`src/sv/frac_pkg.sv`:
```
// Shared types and constants for the four-register accumulator processor.
package frac_pkg;

  localparam int MemDepth = 256;
  localparam int WordBits = 32;
  localparam int NumRegs  = 4;

  localparam logic [1:0] CmdLoad = 2'd0;
  localparam logic [1:0] CmdSetPc = 2'd1;
  localparam logic [1:0] CmdExec = 2'd2;

  localparam logic [1:0] FaultNone = 2'd0;
  localparam logic [1:0] FaultOpcode = 2'd1;
  localparam logic [1:0] FaultReg = 2'd2;
  localparam logic [1:0] FaultDivZero = 2'd3;

  localparam int OpNop = 0;
  localparam int OpHalt = 1;
  localparam int OpMovRR = 2;
  localparam int OpMovRM = 3;
  localparam int OpMovMR = 4;
  localparam int OpMovRI = 5;
  localparam int OpMovMI = 6;
  localparam int OpAdd = 7;
  localparam int OpSub = 8;
  localparam int OpCmp = 9;
  localparam int OpJmp = 10;
  localparam int OpJz = 11;
  localparam int OpJg = 12;
  localparam int OpJl = 13;
  localparam int OpOut = 14;
  localparam int OpInc = 15;
  localparam int OpDec = 16;
  localparam int OpMul = 17;
  localparam int OpDiv = 18;

  typedef struct packed {
    logic [1:0] command;
    logic [7:0] address;
    logic [31:0] data;
  } cmd_t;

endpackage

```
`src/sv/frac_front.sv`:
```
// Input stage and two-entry command queue of the processor.
module frac_front
  import frac_pkg::*;
(
  input  logic       clk_i,
  input  logic       rst_ni,
  input  logic       in_valid_i,
  output logic       in_ready_o,
  input  cmd_t       in_cmd_i,
  output logic       q_valid_o,
  input  logic       q_ready_i,
  output cmd_t       q_cmd_o
);

  cmd_t       buf_q [2];
  logic       wr_q, rd_q;
  logic [1:0] cnt_q;
  logic       push, pop;

  assign in_ready_o = cnt_q != 2'd2;
  assign push = in_valid_i && in_ready_o;
  assign pop = q_valid_o && q_ready_i;
  assign q_valid_o = cnt_q != 2'd0;
  assign q_cmd_o = buf_q[rd_q];

  always_ff @(posedge clk_i or negedge rst_ni) begin
    if (!rst_ni) begin
      wr_q <= 1'b0;
      rd_q <= 1'b0;
      cnt_q <= 2'd0;
    end else begin
      if (push) wr_q <= ~wr_q;
      if (pop) rd_q <= ~rd_q;
      cnt_q <= cnt_q + {1'b0, push} - {1'b0, pop};
    end
  end

  always_ff @(posedge clk_i) begin
    if (push) buf_q[wr_q] <= in_cmd_i;
  end

endmodule

```
`config.mk`:
```
export PLATFORM = sky130hd
export DESIGN_NAME = frac_front
export DESIGN_NICKNAME = d
export VERILOG_FILES = /design/src/sv/frac_pkg.sv /design/src/sv/frac_front.sv
export SDC_FILE = /design/constraint.sdc
export NUM_CORES = 1
export LEC_CHECK = 0
export ABC_AREA = 1
export BUFFER_PORTS_ARGS = -buffer_cell sky130_fd_sc_hd__buf_4
export CAP_MARGIN = 20
export CORE_MARGIN = 8
export CORE_UTILIZATION = 55
export DETAILED_ROUTE_END_ITERATION = 8
export HOLD_SLACK_MARGIN = 0.06
export PLACE_DENSITY = 0.83
export SLEW_MARGIN = 20
export SYNTH_ARGS = -nofsm -noshare
export SYNTH_HDL_FRONTEND = slang
export SYNTH_SLANG_ARGS = --single-unit
```
`constraint.sdc`:
```
create_clock -name clk_i -period 4.41 [get_ports clk_i]
set_input_delay 0.2205 -clock clk_i [delete_from_list [all_inputs] [get_ports clk_i]]
set_output_delay 0.2205 -clock clk_i [all_outputs]
set_load 0.01 [all_outputs]
```
* Yosys cells after proc, flatten, opt, wreduce, memory -nomap -nowiden
Memory sizes are Yosys's and may differ from the RTL's. Cells that the tools add are included.
Operators by class: bitwise operators 2, $add $sub $neg 2, reductions and logical operators 3, mux-type cells 2, equal/unequal tests 1
Operators by type and width (number):
- $add 2x1->2 | 1
- $logic_and 1x1->1 | 2
- $mux 1 | 2
- $ne 2x2->1 const B | 1
- $not 1->1 | 2
- $reduce_bool 2->1 | 1
- $sub 2x1->2 | 1
Word-level totals: logic and storage cells 14, memories 1, RAM bits 84, register bits 4
Memories:
- buf_q | depth 2, bits a word 42, read ports 1, clocked after Yosys merged registers in 0, write ports 1, RTL line frac_front.sv:15 | cmd_t buf_q [2];

* Logic depth before layout (Yosys ltp)
word-level depth 4, mapped depth 10

* Least setup slack after synthesis
No wires, ideal clock.
path type reg-to-reg, start point register cnt_q[1], end point memory buf_q[1][0] (netlist name), enable pin, stages on the path, launching flop included 4, required time 3.969 ns, path buffers 0, period minus slack after synthesis 2.836 ns, setup slack 1.574 ns, arrival time 2.394 ns, cell sequence dfrtp_1 nand2_1 nand2_1 nor2_1
On the way: word-level cells in the longest chain between the ends 4
RTL lines:
- start, declared | RTL line frac_front.sv:17 | logic [1:0] cnt_q;
- start signal, assigned | RTL line frac_front.sv:34 | cnt_q <= cnt_q + {1'b0, push} - {1'b0, pop};
- $ne 2x2->1 | RTL line frac_front.sv:20 | assign in_ready_o = cnt_q != 2'd2;
- via in_ready_o | RTL line frac_front.sv:8 | output logic in_ready_o,
- $logic_and 1x1->1 | RTL line frac_front.sv:21 | assign push = in_valid_i && in_ready_o;
- $mux 1 | RTL line frac_front.sv:39 | if (push) buf_q[wr_q] <= in_cmd_i;
- $mux 1 (implied by the code) | RTL line frac_front.sv:39
- end, declared | RTL line frac_front.sv:15
The timed path passes the listed nets, and every way through them passes these cells.

==> results.txt <==
- For the pin with the worst max-slew slack, the measured transition is ~0.9 ns.
- Max_slew headroom: between 40% and 50%
* Arrival time of data at the critical path endpoint: 1.92 ns
* Post-route worst setup slack: between 2 and 2.5 ns
* Peak ir drop on the vdd network: 374 µV
- Per report_power, the sequential group accounts for around 45% of the total.
- Data on the critical path is required at its endpoint by ~4.2 ns.
- Once the floorplan was initialized, standard cells occupied 56.3% of the core.
- The run finished with clean final reports.
- Highest cell delay on the worst timing path: 0.87 ns
* Cell accounting for the most synthesized area: sky130_fd_sc_hd__edfxtp_1
* Worst Reg2Reg Path Length in Cells: 3
* Pre-CTS setup slack: roughly 2.6 ns
- 0 antenna diodes ended up in the layout.
- Dividing the detail-routed wire length by the instance count gives between 10 and 15 µm.
* Number of synthesis warnings: 0
- Die Height: 93.6 µm
- Excluding fillers, the count of instances in the completed layout stands at 461.
- After the first detailed-routing iteration, the DRC count stood at ~120.
- Critical path buffers and inverters: 2
* Number of distinct standard cells referenced by the synthesized netlist: 10
* Post-detailed-route DRC marker count: 0
- In this run, CTS created clock tree buffers numbering 9.
* Sequential area share after synthesis: ~79%
* Crit path capture type: output pin
- Entering global routing, the biggest net connects between 40 and 50 pins.
* I/O pins: 90
- Final estimated routing congestion in global placement: 0.764
* Vias post-DR: between 2000 and 2500
* Final worst path period share: around half
- Post-synthesis register bit count: around 90
- In the post-synthesis netlist, the cell with the most instances is sky130_fd_sc_hd__nand2_1.
- In the final timing run, aggregate negative setup slack is 0 ns.
- GRT Util Overall: approximately 15%
* Part of the power in combinational logic: 38.3%
* Overall routed net length: ~6500 µm
* Synth-to-Final Area Change: 38.3%
- After synthesis, the cell types taking the most area are sky130_fd_sc_hd__edfxtp_1 76%, sky130_fd_sc_hd__nand2_1 16%, sky130_fd_sc_hd__dfrtp_1 3.0%.
- Synthesis produced a netlist with a net count of 299.
* Worst hold-check path type: in2reg
* Worst-case hold slack: about 0.074 ns
* Placed instance count: 409
- STA classifies the critical path startpoint as a flop.
- The first detailed-routing pass took 4 iterations.
- Cell area after placement: 4060 µm²
- After floorplanning, the core was divided into 28 placement rows.
* Final global-route overflow total: 0
- Clock Sink Count: 88
- Post-route minimum period: between 2 and 2.5 ns
- Worst clock skew: between 0.005 and 0.006 ns
- The analysis attributes to cell leakage a power of between 1.5 and 2 nW.
* Switching power as a share of total power: about 34%
- Ranking of synthesized cells by instance count: 139 x sky130_fd_sc_hd__nand2_1, 84 x sky130_fd_sc_hd__edfxtp_1, 8 x sky130_fd_sc_hd__inv_1, 5 x sky130_fd_sc_hd__buf_6
- MaxCap Viol Count: 0
- Depth of the critical timing path with buffers and inverters included: 4
- On the critical path, the stage with the largest delay is an instance of sky130_fd_sc_hd__dfrtp_1.
- Post-cts hold buffer count: 36
- The later pin in the worst-skew pair is clocked with a latency of 0.34 ns.
- The floorplan step defined a die boundary enclosing around 8800 µm².
* Post-layout utilization of the core: 77.8%
* Wire length of the first global-routing pass: between 10000 and 15000 µm
- Cell internal power was estimated by the tool at ~1.8 mW.
- In this run the post-CTS setup repair buffer count came out at 0.
- In this run the power density over the cells is just under 600 nW/µm².
- Ratio of cells with drive above 1 in the final layout: 27.5%
* Count of input and output buffers: 89
* Via count of the first global-routing pass: about 2200
- The initial antenna violation count was 0.
* Detailed placer's ending HPWL: between 4000 and 5000 µm
- The number of slew-limit violations in the final report is 0.
- Clock group share of total power: ~16%
- Counting flops with a built-in enable in the synthesized netlist gives 84.
- After synthesis the cells add up to around 3300 µm².
* Width of the die: 93.6 µm
- CTS Root Buffer Type: sky130_fd_sc_hd__clkbuf_8
* Avg Cell Area, Syn: 13.2 µm²
- The critical path is of the reg2out type.
* Number of stages on the worst hold path: 1
* Endpoints failing setup: 0
- Area inside the core boundary: between 5000 and 6000 µm²
* Most used flip-flop cell after synthesis: sky130_fd_sc_hd__edfxtp_1
- The hold violation count in the final report is 0.
* Async S/R FF share, synth: about 4.5%
- Cells after Synth: roughly 250
* Design Area, Final: between 4000 and 5000 µm²
- Cell-by-cell trace of the critical path: buf_4, nand2_1, nand2_1, buf_4
* Final Power: about 2.7 mW
- Along the worst path, the maximum fanout reaches 23.
- Average via count per standard cell: 4.69
- Maximum achievable frequency: approximately 470 MHz
* Unrepaired setup endpoints after global routing: false
- Post-cts gate resize count: 0
* Psw: just over 0.9 mW
- CTS tree: built
* Clock slew at the register clock pins of the worst setup and hold paths: about 0.080 ns
* Top delay family on crit path: flip-flops
- H-tree level count: 3
- No sink is reached through more buffers than the 2 on the longest clock path.
- Remaining antenna violation count: 0
- Share of the synthesized area in the top cell type: 76.1%
* Final Net Count: 430
-- path summary, 6_finish.rpt --
path / startpoint / to / slack [ns]
max in group asynchronous: rst_ni / wr_q / 4.10
min in group asynchronous: rst_ni / cnt_q[1] / 0.21
hold reg to reg: wr_q / wr_q / 0.49
hold / removal: in_cmd_i[36] / buf_q[1][36] / 0.07
setup reg to reg: cnt_q[1] / buf_q[0][8] / 2.70
setup / recovery: rd_q / q_cmd_o[20] / 2.26
-- power by group through the flow --
stage	clock network [mW]	logic [mW]	registers [mW]
finish	0.438	1.03	1.22
global route	0.478	1.13	1.23
CTS	0.447	1.04	1.22
detailed placement	0	1.01	1.24
global placement	0	0.951	1.23
floorplan	0	0.579	1.20
-- layout by cell type (no fill, tap or decap) --
| master | Yosys | layout |
|---|---|---|
| sky130_fd_sc_hd__buf_4 | 4 | 90 |
| sky130_fd_sc_hd__nand2_1 | 139 | 139 |
| sky130_fd_sc_hd__nand3_1 | 3 | 3 |
| sky130_fd_sc_hd__inv_2 | 0 | 1 |
| sky130_fd_sc_hd__clkinv_2 | 0 | 1 |
| sky130_fd_sc_hd__buf_16 | 0 | 2 |
| sky130_fd_sc_hd__edfxtp_1 | 84 | 84 |
| sky130_fd_sc_hd__clkbuf_8 | 0 | 9 |
| sky130_fd_sc_hd__clkinv_1 | 0 | 4 |
| sky130_fd_sc_hd__clkinvlp_4 | 0 | 1 |
| sky130_fd_sc_hd__inv_6 | 1 | 1 |
| sky130_fd_sc_hd__ha_1 | 2 | 2 |
| sky130_fd_sc_hd__dlygate4sd3_1 | 0 | 37 |
| sky130_fd_sc_hd__nor2_4 | 0 | 1 |
| sky130_fd_sc_hd__inv_1 | 8 | 7 |
| sky130_fd_sc_hd__dfrtp_1 | 4 | 4 |
-- logic make-up (layout without fill, tap and decap cells) --
kind of cell	Yosys count	count (layout)	synth area share, %
and+or+nand+nor	143	143	16.3
buffers and inverters	18	153	3.78
adders and majority gates	2	2	0.755
DFF	88	88	79.2
-- cell type report --
type	count	area, µm²
clock buffers	9	124
clock inverters	6	27.5
fillers	358	1310
inverters	9	38.8
multi-input cells	145	573
flip-flops and latches	88	2620
well taps	75	93.8
repair buffers	129	1100
-- routing by layer --
metal / GRT usage, % / vias up / part of all wire, %
li1: - / 1095 / -
met1: 16.3 / 980 / 39
met2: 27.0 / 74 / 52
met3: 4.81 / 11 / 7.1
met4: 8.19 / 0 / 1.8
met5: 0 / - / 0
-- state kept, by name (all words and copies together), names as in the netlist --
| register | count |
|---|---|
| buf_q | 84 |
| cnt_q | 2 |
| rd_q | 1 |
| wr_q | 1 |
No activity file was read; power rests on OpenSTA's default activity.
